--- src/hdl/tcf_pkg.sv ---
// Shared types, constants and the arctangent table for the tilt complementary filter.
`timescale 1ns / 1ps
`default_nettype none

package tcf_pkg;

    // Sequencer states
    typedef enum logic [2:0] {
        S_IDLE,
        S_MUL_GYRO,
        S_CORDIC,
        S_ROUND,
        S_MUL_K,
        S_MUL_ACC,
        S_DONE
    } tcf_state_t;

    // Configuration register indexes
    typedef enum logic {
        REG_FILTER_K  = 1'b0,
        REG_GYRO_GAIN = 1'b1
    } tcf_reg_t;

    localparam int TABLE_LEN = 24;
    localparam int TAB_IDX_W = 5;
    localparam int ATAN_W    = 22;
    localparam int HALF_TURN = 180;

    // CORDIC datapath width: scaled inputs plus gain growth, and angle in 1/65536 degree
    localparam int CW     = 26;
    localparam int AW     = 17;     // accel angle
    localparam int ANGW   = 24;     // filtered and gyro angle
    localparam int INCW   = 17;     // gyro increment
    localparam int PATHW  = 25;     // previous angle plus increment
    localparam int KW     = 17;     // filter weight
    localparam int GAINW  = 16;
    localparam int MBW    = 18;     // multiplier second operand
    localparam int PRODW  = PATHW + MBW;
    localparam int SUMW   = PRODW + 1;

    localparam logic [KW-1:0] K_ONE   = KW'(65536);
    localparam logic [KW-1:0] K_RESET = KW'(64225);

    localparam logic signed [CW-1:0] Z_HALF   = CW'(HALF_TURN * 65536);
    localparam logic signed [CW-1:0] ACC_LIM  = CW'(HALF_TURN * 256);

    // atan(2^-i) in 1/65536 degree
    function automatic logic [ATAN_W-1:0] atan_entry(input logic [TAB_IDX_W-1:0] idx);
        logic [ATAN_W-1:0] v;
        unique case (idx)
            5'd0:    v = 22'd2949120;
            5'd1:    v = 22'd1740967;
            5'd2:    v = 22'd919879;
            5'd3:    v = 22'd466945;
            5'd4:    v = 22'd234379;
            5'd5:    v = 22'd117304;
            5'd6:    v = 22'd58666;
            5'd7:    v = 22'd29335;
            5'd8:    v = 22'd14668;
            5'd9:    v = 22'd7334;
            5'd10:   v = 22'd3667;
            5'd11:   v = 22'd1833;
            5'd12:   v = 22'd917;
            5'd13:   v = 22'd458;
            5'd14:   v = 22'd229;
            5'd15:   v = 22'd115;
            5'd16:   v = 22'd57;
            5'd17:   v = 22'd29;
            5'd18:   v = 22'd14;
            5'd19:   v = 22'd7;
            5'd20:   v = 22'd4;
            5'd21:   v = 22'd2;
            5'd22:   v = 22'd1;
            default: v = 22'd0;
        endcase
        return v;
    endfunction

endpackage

`default_nettype wire

--- src/hdl/tilt_complementary_filter.sv ---
// Top level of the tilt complementary filter: CORDIC tilt, gyro integral and blend.
//
// Usage: one item on the input channel (in_valid/in_ready) carries one IMU
// sample: accel_x, accel_z and gyro_rate. Each item gives exactly one result
// item on the output channel (out_valid/out_ready): filtered_angle,
// accel_angle and gyro_tilt, all in 1/256 degree.
// The config channel (cfg_valid/cfg_ready, cfg_index, cfg_data) writes
// filter_k (index 0) and gyro_step_gain (index 1); it is always ready and
// should be used only while the block is idle.
// Sequence: an accepted item passes through S_MUL_GYRO, S_CORDIC (CORDIC_STEPS
// rotations, capped at 24 steps), S_ROUND, S_MUL_K, S_MUL_ACC and S_DONE.
// in_ready returns in the cycle the result appears, so no new item is taken
// while one is in flight. The work is done by the single shared
// CORDIC stage, one rotation a cycle, plus three passes through the one
// shared multiplier and a final add.
// Reset: filter_k = 64225, gyro_step_gain = 0, both angles zero, no result.
// Stall: the result sits in an output register; the next item is taken
// meanwhile, and its finished result waits in the sequencer until the
// output register is free.
`timescale 1ns / 1ps
`default_nettype none

module tilt_complementary_filter
    import tcf_pkg::*;
#(
    parameter int CORDIC_STEPS = 16
) (
    input  wire logic                    clk,
    input  wire logic                    rst_n,
    // config write channel
    input  wire logic                    cfg_valid,
    output logic                         cfg_ready,
    input  wire logic                    cfg_index,
    input  wire logic [KW-1:0]           cfg_data,
    // input channel
    input  wire logic                    in_valid,
    output logic                         in_ready,
    input  wire logic signed [15:0]      accel_x,
    input  wire logic signed [15:0]      accel_z,
    input  wire logic signed [15:0]      gyro_rate,
    // output channel
    output logic                         out_valid,
    input  wire logic                    out_ready,
    output logic signed [ANGW-1:0]       filtered_angle,
    output logic signed [AW-1:0]         accel_angle,
    output logic signed [ANGW-1:0]       gyro_tilt
);

    localparam int ITERS  = (CORDIC_STEPS < TABLE_LEN) ? CORDIC_STEPS : TABLE_LEN;
    localparam int ITER_W = (ITERS > 1) ? $clog2(ITERS) : 1;

    localparam logic signed [SUMW-1:0]  BL_MAX = SUMW'(8388607);
    localparam logic signed [SUMW-1:0]  BL_MIN = -SUMW'(8388608);
    localparam logic signed [PATHW-1:0] IN_MAX = PATHW'(8388607);
    localparam logic signed [PATHW-1:0] IN_MIN = -PATHW'(8388608);

    tcf_state_t state_reg, state_next;
    logic [ITER_W-1:0]        iter_reg, iter_next;
    logic signed [CW-1:0]     x_reg, x_next, y_reg, y_next, z_reg, z_next;
    logic                     zero_reg, zero_next;
    logic signed [15:0]       rate_reg, rate_next;
    logic signed [INCW-1:0]   inc_reg, inc_next;
    logic signed [AW-1:0]     acc_reg, acc_next;
    logic signed [PATHW-1:0]  path_reg, path_next;
    logic signed [PRODW-1:0]  prod_reg, prod_next;
    logic signed [PRODW-1:0]  mix_reg, mix_next;
    logic signed [ANGW-1:0]   blended_reg, blended_next;
    logic signed [ANGW-1:0]   integ_reg, integ_next;
    logic [KW-1:0]            filter_k_reg;
    logic [GAINW-1:0]         gain_reg;
    logic                     out_valid_reg, out_valid_next;
    logic signed [ANGW-1:0]   out_filt_reg, out_filt_next;
    logic signed [AW-1:0]     out_acc_reg, out_acc_next;
    logic signed [ANGW-1:0]   out_gyro_reg, out_gyro_next;

    // shared multiplier
    logic signed [PATHW-1:0]  mul_a;
    logic signed [MBW-1:0]    mul_b;
    logic signed [PRODW-1:0]  mul_p;

    logic [KW-1:0]            k_eff, k_comp;
    logic signed [CW-1:0]     ax_s, az_s, x_sh, y_sh, atan_v, z_rnd;
    logic signed [PRODW-1:0]  inc_full;
    logic signed [SUMW-1:0]   blend_sum, blend_sh;
    logic signed [PATHW-1:0]  integ_sum;
    logic                     out_free;

    // clamp weight to 1.0
    assign k_eff  = (filter_k_reg > K_ONE) ? K_ONE : filter_k_reg;
    assign k_comp = K_ONE - k_eff;

    assign ax_s = {{(CW-24){accel_x[15]}}, accel_x, 8'd0};
    assign az_s = {{(CW-24){accel_z[15]}}, accel_z, 8'd0};

    // one CORDIC rotation per cycle
    assign x_sh   = x_reg >>> iter_reg;
    assign y_sh   = y_reg >>> iter_reg;
    assign atan_v = $signed({{(CW-ATAN_W){1'b0}}, atan_entry(TAB_IDX_W'(iter_reg))});

    assign z_rnd     = (z_reg + CW'(128)) >>> 8;
    assign inc_full  = (prod_reg + PRODW'(32768)) >>> 16;
    assign blend_sum = SUMW'(mix_reg) + SUMW'(prod_reg) + SUMW'(32768);
    assign blend_sh  = blend_sum >>> 16;
    assign integ_sum = PATHW'(integ_reg) + PATHW'(inc_reg);
    assign out_free  = !out_valid_reg || out_ready;

    // select multiplier operands by state
    always_comb
    begin
        mul_a = '0;
        mul_b = '0;
        unique case (state_reg)
            S_MUL_GYRO:
            begin
                mul_a = PATHW'(rate_reg);
                mul_b = $signed({{(MBW-GAINW){1'b0}}, gain_reg});
            end
            S_MUL_K:
            begin
                mul_a = path_reg;
                mul_b = $signed({{(MBW-KW){1'b0}}, k_eff});
            end
            S_MUL_ACC:
            begin
                mul_a = PATHW'(acc_reg);
                mul_b = $signed({{(MBW-KW){1'b0}}, k_comp});
            end
            default:
            begin
                mul_a = '0;
                mul_b = '0;
            end
        endcase
    end

    assign mul_p = mul_a * mul_b;

    // sequencer: next state and datapath
    always_comb
    begin
        state_next     = state_reg;
        iter_next      = iter_reg;
        x_next         = x_reg;
        y_next         = y_reg;
        z_next         = z_reg;
        zero_next      = zero_reg;
        rate_next      = rate_reg;
        inc_next       = inc_reg;
        acc_next       = acc_reg;
        path_next      = path_reg;
        prod_next      = prod_reg;
        mix_next       = mix_reg;
        blended_next   = blended_reg;
        integ_next     = integ_reg;
        out_valid_next = out_valid_reg;
        out_filt_next  = out_filt_reg;
        out_acc_next   = out_acc_reg;
        out_gyro_next  = out_gyro_reg;
        in_ready       = 1'b0;

        // drop the result once taken
        if (out_valid_reg && out_ready)
        begin
            out_valid_next = 1'b0;
        end

        unique case (state_reg)
            S_IDLE:
            begin
                in_ready = 1'b1;
                if (in_valid)
                begin
                    // pre-rotate into the right half plane
                    zero_next = (accel_x == 16'sd0) && (accel_z == 16'sd0);
                    rate_next = gyro_rate;
                    iter_next = '0;
                    if (accel_z < 16'sd0)
                    begin
                        x_next = -az_s;
                        y_next = -ax_s;
                        z_next = (accel_x >= 16'sd0) ? Z_HALF : -Z_HALF;
                    end
                    else
                    begin
                        x_next = az_s;
                        y_next = ax_s;
                        z_next = '0;
                    end
                    state_next = S_MUL_GYRO;
                end
            end
            S_MUL_GYRO:
            begin
                prod_next  = mul_p;
                state_next = S_CORDIC;
            end
            S_CORDIC:
            begin
                inc_next = inc_full[INCW-1:0];
                if (y_reg >= 0)
                begin
                    x_next = x_reg + y_sh;
                    y_next = y_reg - x_sh;
                    z_next = z_reg + atan_v;
                end
                else
                begin
                    x_next = x_reg - y_sh;
                    y_next = y_reg + x_sh;
                    z_next = z_reg - atan_v;
                end
                iter_next = iter_reg + 1'b1;
                if (iter_reg == ITER_W'(ITERS - 1))
                begin
                    state_next = S_ROUND;
                end
            end
            S_ROUND:
            begin
                // round to 1/256 degree and clamp
                if (zero_reg)
                    acc_next = '0;
                else if (z_rnd > ACC_LIM)
                    acc_next = ACC_LIM[AW-1:0];
                else if (z_rnd < -ACC_LIM)
                    acc_next = AW'(-ACC_LIM);
                else
                    acc_next = z_rnd[AW-1:0];
                path_next  = PATHW'(blended_reg) + PATHW'(inc_reg);
                state_next = S_MUL_K;
            end
            S_MUL_K:
            begin
                prod_next  = mul_p;
                state_next = S_MUL_ACC;
            end
            S_MUL_ACC:
            begin
                mix_next   = prod_reg;
                prod_next  = mul_p;
                state_next = S_DONE;
            end
            S_DONE:
            begin
                // hold until the output register is free
                if (out_free)
                begin
                    if (blend_sh > BL_MAX)
                        blended_next = BL_MAX[ANGW-1:0];
                    else if (blend_sh < BL_MIN)
                        blended_next = BL_MIN[ANGW-1:0];
                    else
                        blended_next = blend_sh[ANGW-1:0];
                    if (integ_sum > IN_MAX)
                        integ_next = IN_MAX[ANGW-1:0];
                    else if (integ_sum < IN_MIN)
                        integ_next = IN_MIN[ANGW-1:0];
                    else
                        integ_next = integ_sum[ANGW-1:0];
                    out_valid_next = 1'b1;
                    out_filt_next  = blended_next;
                    out_acc_next   = acc_reg;
                    out_gyro_next  = integ_next;
                    state_next     = S_IDLE;
                end
            end
            default:
            begin
                state_next = S_IDLE;
            end
        endcase
    end

    // control and state registers
    always_ff @(posedge clk or negedge rst_n)
    begin
        if (!rst_n)
        begin
            state_reg     <= S_IDLE;
            iter_reg      <= '0;
            blended_reg   <= '0;
            integ_reg     <= '0;
            out_valid_reg <= 1'b0;
        end
        else
        begin
            state_reg     <= state_next;
            iter_reg      <= iter_next;
            blended_reg   <= blended_next;
            integ_reg     <= integ_next;
            out_valid_reg <= out_valid_next;
        end
    end

    // payload registers
    always_ff @(posedge clk)
    begin
        x_reg        <= x_next;
        y_reg        <= y_next;
        z_reg        <= z_next;
        zero_reg     <= zero_next;
        rate_reg     <= rate_next;
        inc_reg      <= inc_next;
        acc_reg      <= acc_next;
        path_reg     <= path_next;
        prod_reg     <= prod_next;
        mix_reg      <= mix_next;
        out_filt_reg <= out_filt_next;
        out_acc_reg  <= out_acc_next;
        out_gyro_reg <= out_gyro_next;
    end

    // configuration registers
    assign cfg_ready = 1'b1;

    always_ff @(posedge clk or negedge rst_n)
    begin
        if (!rst_n)
        begin
            filter_k_reg <= K_RESET;
            gain_reg     <= '0;
        end
        else if (cfg_valid && cfg_ready)
        begin
            unique case (tcf_reg_t'(cfg_index))
                REG_FILTER_K:  filter_k_reg <= cfg_data;
                REG_GYRO_GAIN: gain_reg     <= cfg_data[GAINW-1:0];
                default:       gain_reg     <= gain_reg;
            endcase
        end
    end

    assign out_valid      = out_valid_reg;
    assign filtered_angle = out_filt_reg;
    assign accel_angle    = out_acc_reg;
    assign gyro_tilt      = out_gyro_reg;

    // checks
    a_busy_after_accept: assert property (@(posedge clk) disable iff (!rst_n)
        (in_valid && in_ready) |=> !in_ready)
        else $error("input accepted while a sample is in flight");

    a_result_from_done: assert property (@(posedge clk) disable iff (!rst_n)
        $rose(out_valid) |-> $past(state_reg == S_DONE))
        else $error("result appeared without finishing a sample");

    a_accel_range: assert property (@(posedge clk) disable iff (!rst_n)
        out_valid |-> (accel_angle <= AW'(46080)) && (accel_angle >= -AW'(46080)))
        else $error("accel angle out of range");

    a_iter_bound: assert property (@(posedge clk) disable iff (!rst_n)
        (state_reg == S_CORDIC) |-> (iter_reg <= ITER_W'(ITERS - 1)))
        else $error("CORDIC step count overran");

    a_hold_unfree: assert property (@(posedge clk) disable iff (!rst_n)
        (state_reg == S_DONE && out_valid && !out_ready) |=> (state_reg == S_DONE))
        else $error("result lost while receiver stalled");

endmodule

`default_nettype wire

--- config.mk ---
export PLATFORM = sky130hd
export DESIGN_NAME = tilt_complementary_filter
export DESIGN_NICKNAME = d
export VERILOG_FILES = /design/src/hdl/tcf_pkg.sv /design/src/hdl/tilt_complementary_filter.sv
export SDC_FILE = /design/constraint.sdc
export NUM_CORES = 2
export LEC_CHECK = 0
export BUFFER_PORTS_ARGS = -buffer_cell sky130_fd_sc_hd__buf_2
export CAP_MARGIN = 20
export CELL_PAD_IN_SITES_DETAIL_PLACEMENT = 1
export CELL_PAD_IN_SITES_GLOBAL_PLACEMENT = 2
export CORE_UTILIZATION = 42
export DETAILED_ROUTE_END_ITERATION = 16
export PLACE_DENSITY = 0.88
export RECOVER_POWER = 50
export SYNTH_ARGS = -nofsm -noshare
export SYNTH_HDL_FRONTEND = slang
export SYNTH_SLANG_ARGS = --single-unit
--- constraint.sdc ---
create_clock -name clk -period 11.1 [get_ports clk]
set_input_delay 1.665 -clock clk [delete_from_list [all_inputs] [get_ports clk]]
set_output_delay 1.665 -clock clk [all_outputs]
set_load 0.03 [all_outputs]
=== Word level (Yosys, flattened, before mapping) ===
Memory sizes are Yosys's and may differ from the RTL's.
Index checks and enable logic that the tools add are counted.
W data, S select, Z words.

* Memories kept: 1
* Bits in registers: 394
* Bits of input ports: 71
* Memory bits (read-only): 352
* Output and inout bits: 68

* Reductions and logical operators: 17
* Magnitude comparators: 10
* $add $sub $neg: 16
* Bitwise gates (word level): 1
* Muxes and demuxes: 32
* Equal/unequal tests: 10
* Shift operators: 2
* $mul: 1

{| class="wikitable"
|+ Memories
! name !! words !! width !! read ports !! clocked after memory_dff !! write ports !! line !! RTL
|-
| (name not given) || 16 || 22 || 1 || 0 || 0 || tcf_pkg.sv:50 || <nowiki>unique case (idx)</nowiki>
|}

{| class="wikitable"
|+ Operator list
! operator !! count
|-
| $mux W26 || 10
|-
| $pmux W26 S2 || 3
|-
| $mux W24 || 4
|-
| $pmux W25 S3 || 1
|-
| $add A26 B26 Y26 || 2
|-
| $neg A24 Y26 || 2
|-
| $sshr A26 B4 Y26 || 2
|-
| $sub A26 B26 Y26 || 2
|-
| $pmux W17 S3 || 1
|-
| $add A24 B17 Y25 || 2
|-
| $add A43 B43 Y44 || 1
|-
| $add A44 B17 Y44 const B || 1
|-
| $mul A25 B18 Y43 || 1
|-
| $mux W17 || 2
|-
| $add A33 B17 Y33 const B || 1
|-
| $logic_not A16 Y1 || 2
|-
| $gt A28 B24 Y1 const B || 1
|-
| $lt A28 B24 Y1 const B || 1
|-
| $add A26 B23 Y26 || 1
|-
| $add A26 B9 Y26 const B || 1
|-
| $ge A26 B1 Y1 const B || 1
|-
| $sub A26 B23 Y26 || 1
|-
| $gt A25 B24 Y1 const B || 1
|-
| $lt A25 B24 Y1 const B || 1
|-
| other kinds (28) || 44
|}

=== Depth between registers and ports, before layout ===
* Depth after elaboration: 5
* Mapped depth: 37
* Depth with buffers taken out: 34

=== Worst setup path after synthesis ===
Ideal clock, no wire load.

* Path type: reg2reg
* Start point: register filter_k_reg[2]
* End point: register prod_reg[41], data pin
* Stages on the path, launching flop included: 32
* Buffers on the path: 1
* Arrival: 8.404 ns
* Path slack: 2.432 ns
* Setup time: 0.264 ns
* Path through: dfrtp_1 -> nor4_1 -> nand2b_1 -> nor3_1 -> nand3_1 -> o21ai_1 -> nor2_1 -> a211o_1 -> a222oi_1 -> clkbuf_1 -> nor2_1 -> fa_1 -> inv_1 -> fa_1 -> fa_1 -> inv_1 -> fa_1 -> fa_1 -> inv_1 -> fa_1 -> inv_1 -> ha_1 -> and3_1 -> a31oi_1 -> nand2_1 -> a221o_1 -> o21ai_0 -> a21oi_1 -> a31oi_1 -> o21ai_0 -> a221oi_1 -> xnor2_1

* Word-level cells in the longest chain between the ends: 5

{| class="wikitable"
|+ Ends and longest elaborated chain
! what !! line !! RTL
|-
| start: declaration || tilt_complementary_filter.sv:69 || <nowiki>logic [KW-1:0] filter_k_reg;</nowiki>
|-
| start signal: assignment || tilt_complementary_filter.sv:326 || <nowiki>REG_FILTER_K: filter_k_reg <= cfg_data;</nowiki>
|-
| $gt A17 B17 Y1 || tilt_complementary_filter.sv:89 || <nowiki>assign k_eff = (filter_k_reg > K_ONE) ? K_ONE : filter_k_reg;</nowiki>
|-
| $mux W17 (*) || tilt_complementary_filter.sv:89 ||
|-
| $sub A17 B17 Y17 || tilt_complementary_filter.sv:90 || <nowiki>assign k_comp = K_ONE - k_eff;</nowiki>
|-
| $pmux W17 S3 (*) || tilt_complementary_filter.sv:112 || <nowiki>unique case (state_reg)</nowiki>
|-
| $mul A25 B18 Y43 (*) || tilt_complementary_filter.sv:136 || <nowiki>assign mul_p = mul_a * mul_b;</nowiki>
|-
| via mul_p[41] || tilt_complementary_filter.sv:79 || <nowiki>logic signed [PRODW-1:0] mul_p;</nowiki>
|-
| end signal: assignment || tilt_complementary_filter.sv:306 || <nowiki>prod_reg <= prod_next;</nowiki>
|-
| end: declaration || tilt_complementary_filter.sv:65 || <nowiki>logic signed [PRODW-1:0] prod_reg, prod_next;</nowiki>
|}

Mark *: on every way through the listed nets, which the timed path passes. The rest lies on a longest branch.
A chain may end at the register's enable or synchronous reset.

=== Final worst setup path ===
* Start point: register state_reg[1]
* End point: register prod_reg[41], data pin

* Word-level cells in the longest chain between the ends: 3
* Elaborated cells on any way between the ends: 6

{| class="wikitable"
|+ Ends and longest elaborated chain
! what !! line !! RTL
|-
| start: declaration || tilt_complementary_filter.sv:57 || <nowiki>tcf_state_t state_reg, state_next;</nowiki>
|-
| start signal: assignment || tilt_complementary_filter.sv:287 || <nowiki>state_reg <= state_next;</nowiki>
|-
| $eq A3 B3 Y1 or $eq A3 B1 Y1 (tied branches) || tilt_complementary_filter.sv:112 ||
|-
| $pmux W25 S3 or $pmux W17 S3 (tied branches) || tilt_complementary_filter.sv:112 ||
|-
| $mul A25 B18 Y43 (*) || tilt_complementary_filter.sv:136 ||
|-
| via mul_p[41] || tilt_complementary_filter.sv:79 ||
|}

Marked as above.

==> metrics.yaml <==
status: "finished, violations left"
violations: "max-capacitance violations, max-slew violations"
clk_latency_ns: 0.64
ys.flop_type: "edfxtp_1"
synth_edf_count: 305
h-tree-depth: 2
period_share: 0.897
rrSetupSlack_ns: 1.14
grt_max_degree: 78
synth-seq-cells: 394
maxSlewViolCount: 242
ios: 139
end_kind: "flop"
max_slew.worst_pin.slew_ns: 3.56
nFillCells: 11591
r2r_cells: 26
synth_cells: 4472
die-height_um: 322
post_cts_buffers: 0
gr-usage-all-layers: 0.261
setup_viol: 0
critical_path_class: "flop to flop"
area_growth_pct: 8.99
finalNonFillerCells: 5954
max_stage_delay_ns: 1.49
crit_top_cell: "fa_1"
start_util: 0.427
cts.sinks: 394
yosysSeqAreaShare: 0.265
fmax_mhz: 100
cp_slowest_cell: "clkbuf_1"
ctsResizeCount: 0
post-dp-hpwl_um: 106000
hp-start: "acc_reg[8]"
root_buffer: "clkbuf_16"
synth_area_um2: 43000
period_minus_slack_ns: 9.96
final_hold_viol_count: 0
drc: 0
place_ws_ns: 1.52
required_ns: 11.49
antenna_found_initial: 3
min_to: "accel_angle[8]"
io_buffers: 137
drtAntennaViolNets: 0
drt-wirelength-per-cell_um: 22.4
grt_overflow: 0
vias_per_cell: 5.59
cts_tree: "done"
grt_pass1_wl_um: 209000
dr.first_iter.drc_count: 1913
synth_top_cell_by_area: "edfxtp_1"
vias: 33288
cts_hold_buf: 0
final_util: 0.465
numCtsBuffers: 48
cpLargestDelayFamily: "adder cells"
hold_depth: 0
rows: 116
dp_cells: 5861
layout_common_cells: "inv_1, nand2_1, fa_1"
place_congestion: 0.906
cts_max_path_buffers: 3
setup-tns-final_ns: 0
crit_buf_inv: 5
cp_max_fo: 40
die_area_um2: 104000
drive_gt1_frac: 0.0953
synth.area.top_cells: "edfxtp_1, fa_1, ha_1, inv_1, dfrtp_1"
final_nets: 5371
ys.warnings.count: 0
setup_slack_ns: 1.14
hold_path.class: "flop to flop"
synth.net_count: 5289
rsz0062_at_grt: "no"
async_flop_share: 0.226
wirelength_um: 134000
netlist.area_leader.share: 0.213
syn_avg_cell_area_um2: 9.61
r2r_start: "state_reg[1]"
cp-start-kind: "flop"
ys_types: 91
core_um2: 101000
final_common_cell: "inv_1"
grt_pass1_vias: 35628
finClkSkew_ns: 0.0357
clk_pin_slew_worst_paths_ns: 0.06
die_w_um: 322
relSlewSlack: -1.37
arrival_ns: 10.35
drtPass1Iterations: 6
drv_cap: 6
r2r_end: "prod_reg[41]"
cell type report:
type | instances | area (um2) | area share
tap | 1357 | 1700 | 0.0363
multi-input combinational | 3323 | 28700 | 0.613
clock buffer | 64 | 1390 | 0.0296
clock inverter | 26 | 347 | 0.00740
inverter | 588 | 2210 | 0.0472
antenna | 3 | 7.51 | 0.000160
sequential | 394 | 11400 | 0.244
timing repair buffer | 199 | 1050 | 0.0224
through the flow:
step | hold slack (ns) | instance area, um2
finish | 0.459 | 46800
global route | 0.468 | 46800
CTS | 0.462 | 46900
detailed placement | 0.442 | 45200
global placement | 0.424 | 45200
floorplan | 0.420 | 43000
per-layer routing:
metal,vias to the layer above,wire length (um),GRT usage
li1,15287,-,-
met1,16980,59500,0.354
met2,836,62200,0.425
met3,183,7970,0.0440
met4,2,3970,0.0766
met5,-,9,0
how the worst max path moves through the flow:
stage / startpoint / end / slack [ns] / cells past startpoint
global route: state_reg[1] / prod_reg[41] / 0.42 / 27
detailed placement: filter_k_reg[2] / prod_reg[41] / 1.52 / 32
finish: state_reg[1] / prod_reg[41] / 1.14 / 26
floorplan: filter_k_reg[2] / prod_reg[41] / 2.43 / 31
CTS: filter_k_reg[2] / prod_reg[41] / 1.51 / 32
global placement: filter_k_reg[4] / prod_reg[41] / 1.81 / 31
cells in the mapped netlist (all sizes together), types with 9 or more instances:
cell type and n:
buf 26, dfstp 10, and2 35, xnor2 197
o21a 33, nand4 23, or2 13, edfxtp 305
mux4 48, nand2 444, clkbuf 141, mux2 117
o22ai 12, inv 583, fa 421, o21bai 34
a21o 105, a221oi 9, mux2i 37, and4 11
xor2 105, o31ai 23, nor3 50, ha 325
nor4 13, a211oi 20, o21ai 196, or3 16
a21oi 270, dfrtp 79, nor2b 29, nor2 418
o211ai 15, nand2b 63, and3 34, nand3 59
a31oi 27
kinds of logic (layout without fill, tap and decap cells):
family          count (synthesis)  after routing  synth area share
mux                           202            202            0.0647
other cells                     1              4         0.0000873
compound gates                832            832             0.121
flops                         394            394             0.265
simple gates                 1239           1239             0.129
fa+ha+maj                     747            747             0.291
buf+inv                       755            877            0.0677
xor+xnor                      302            302            0.0616
worst register-to-register path, delay by kind of cell (launching register included):
kind / cells / cell delay (ns)
DFF: 1 / 0.34
xor gates and xnor gates: 1 / 0.10
buffers and inverters: 5 / 1.70
and+or+nand+nor: 4 / 1.10
adders and majority gates: 7 / 3.55
AOI/OAI and AO/OA: 9 / 2.96
Power is not shown: default switching activity piles up to over one toggle a cycle in this logic, so the estimate is an artifact.
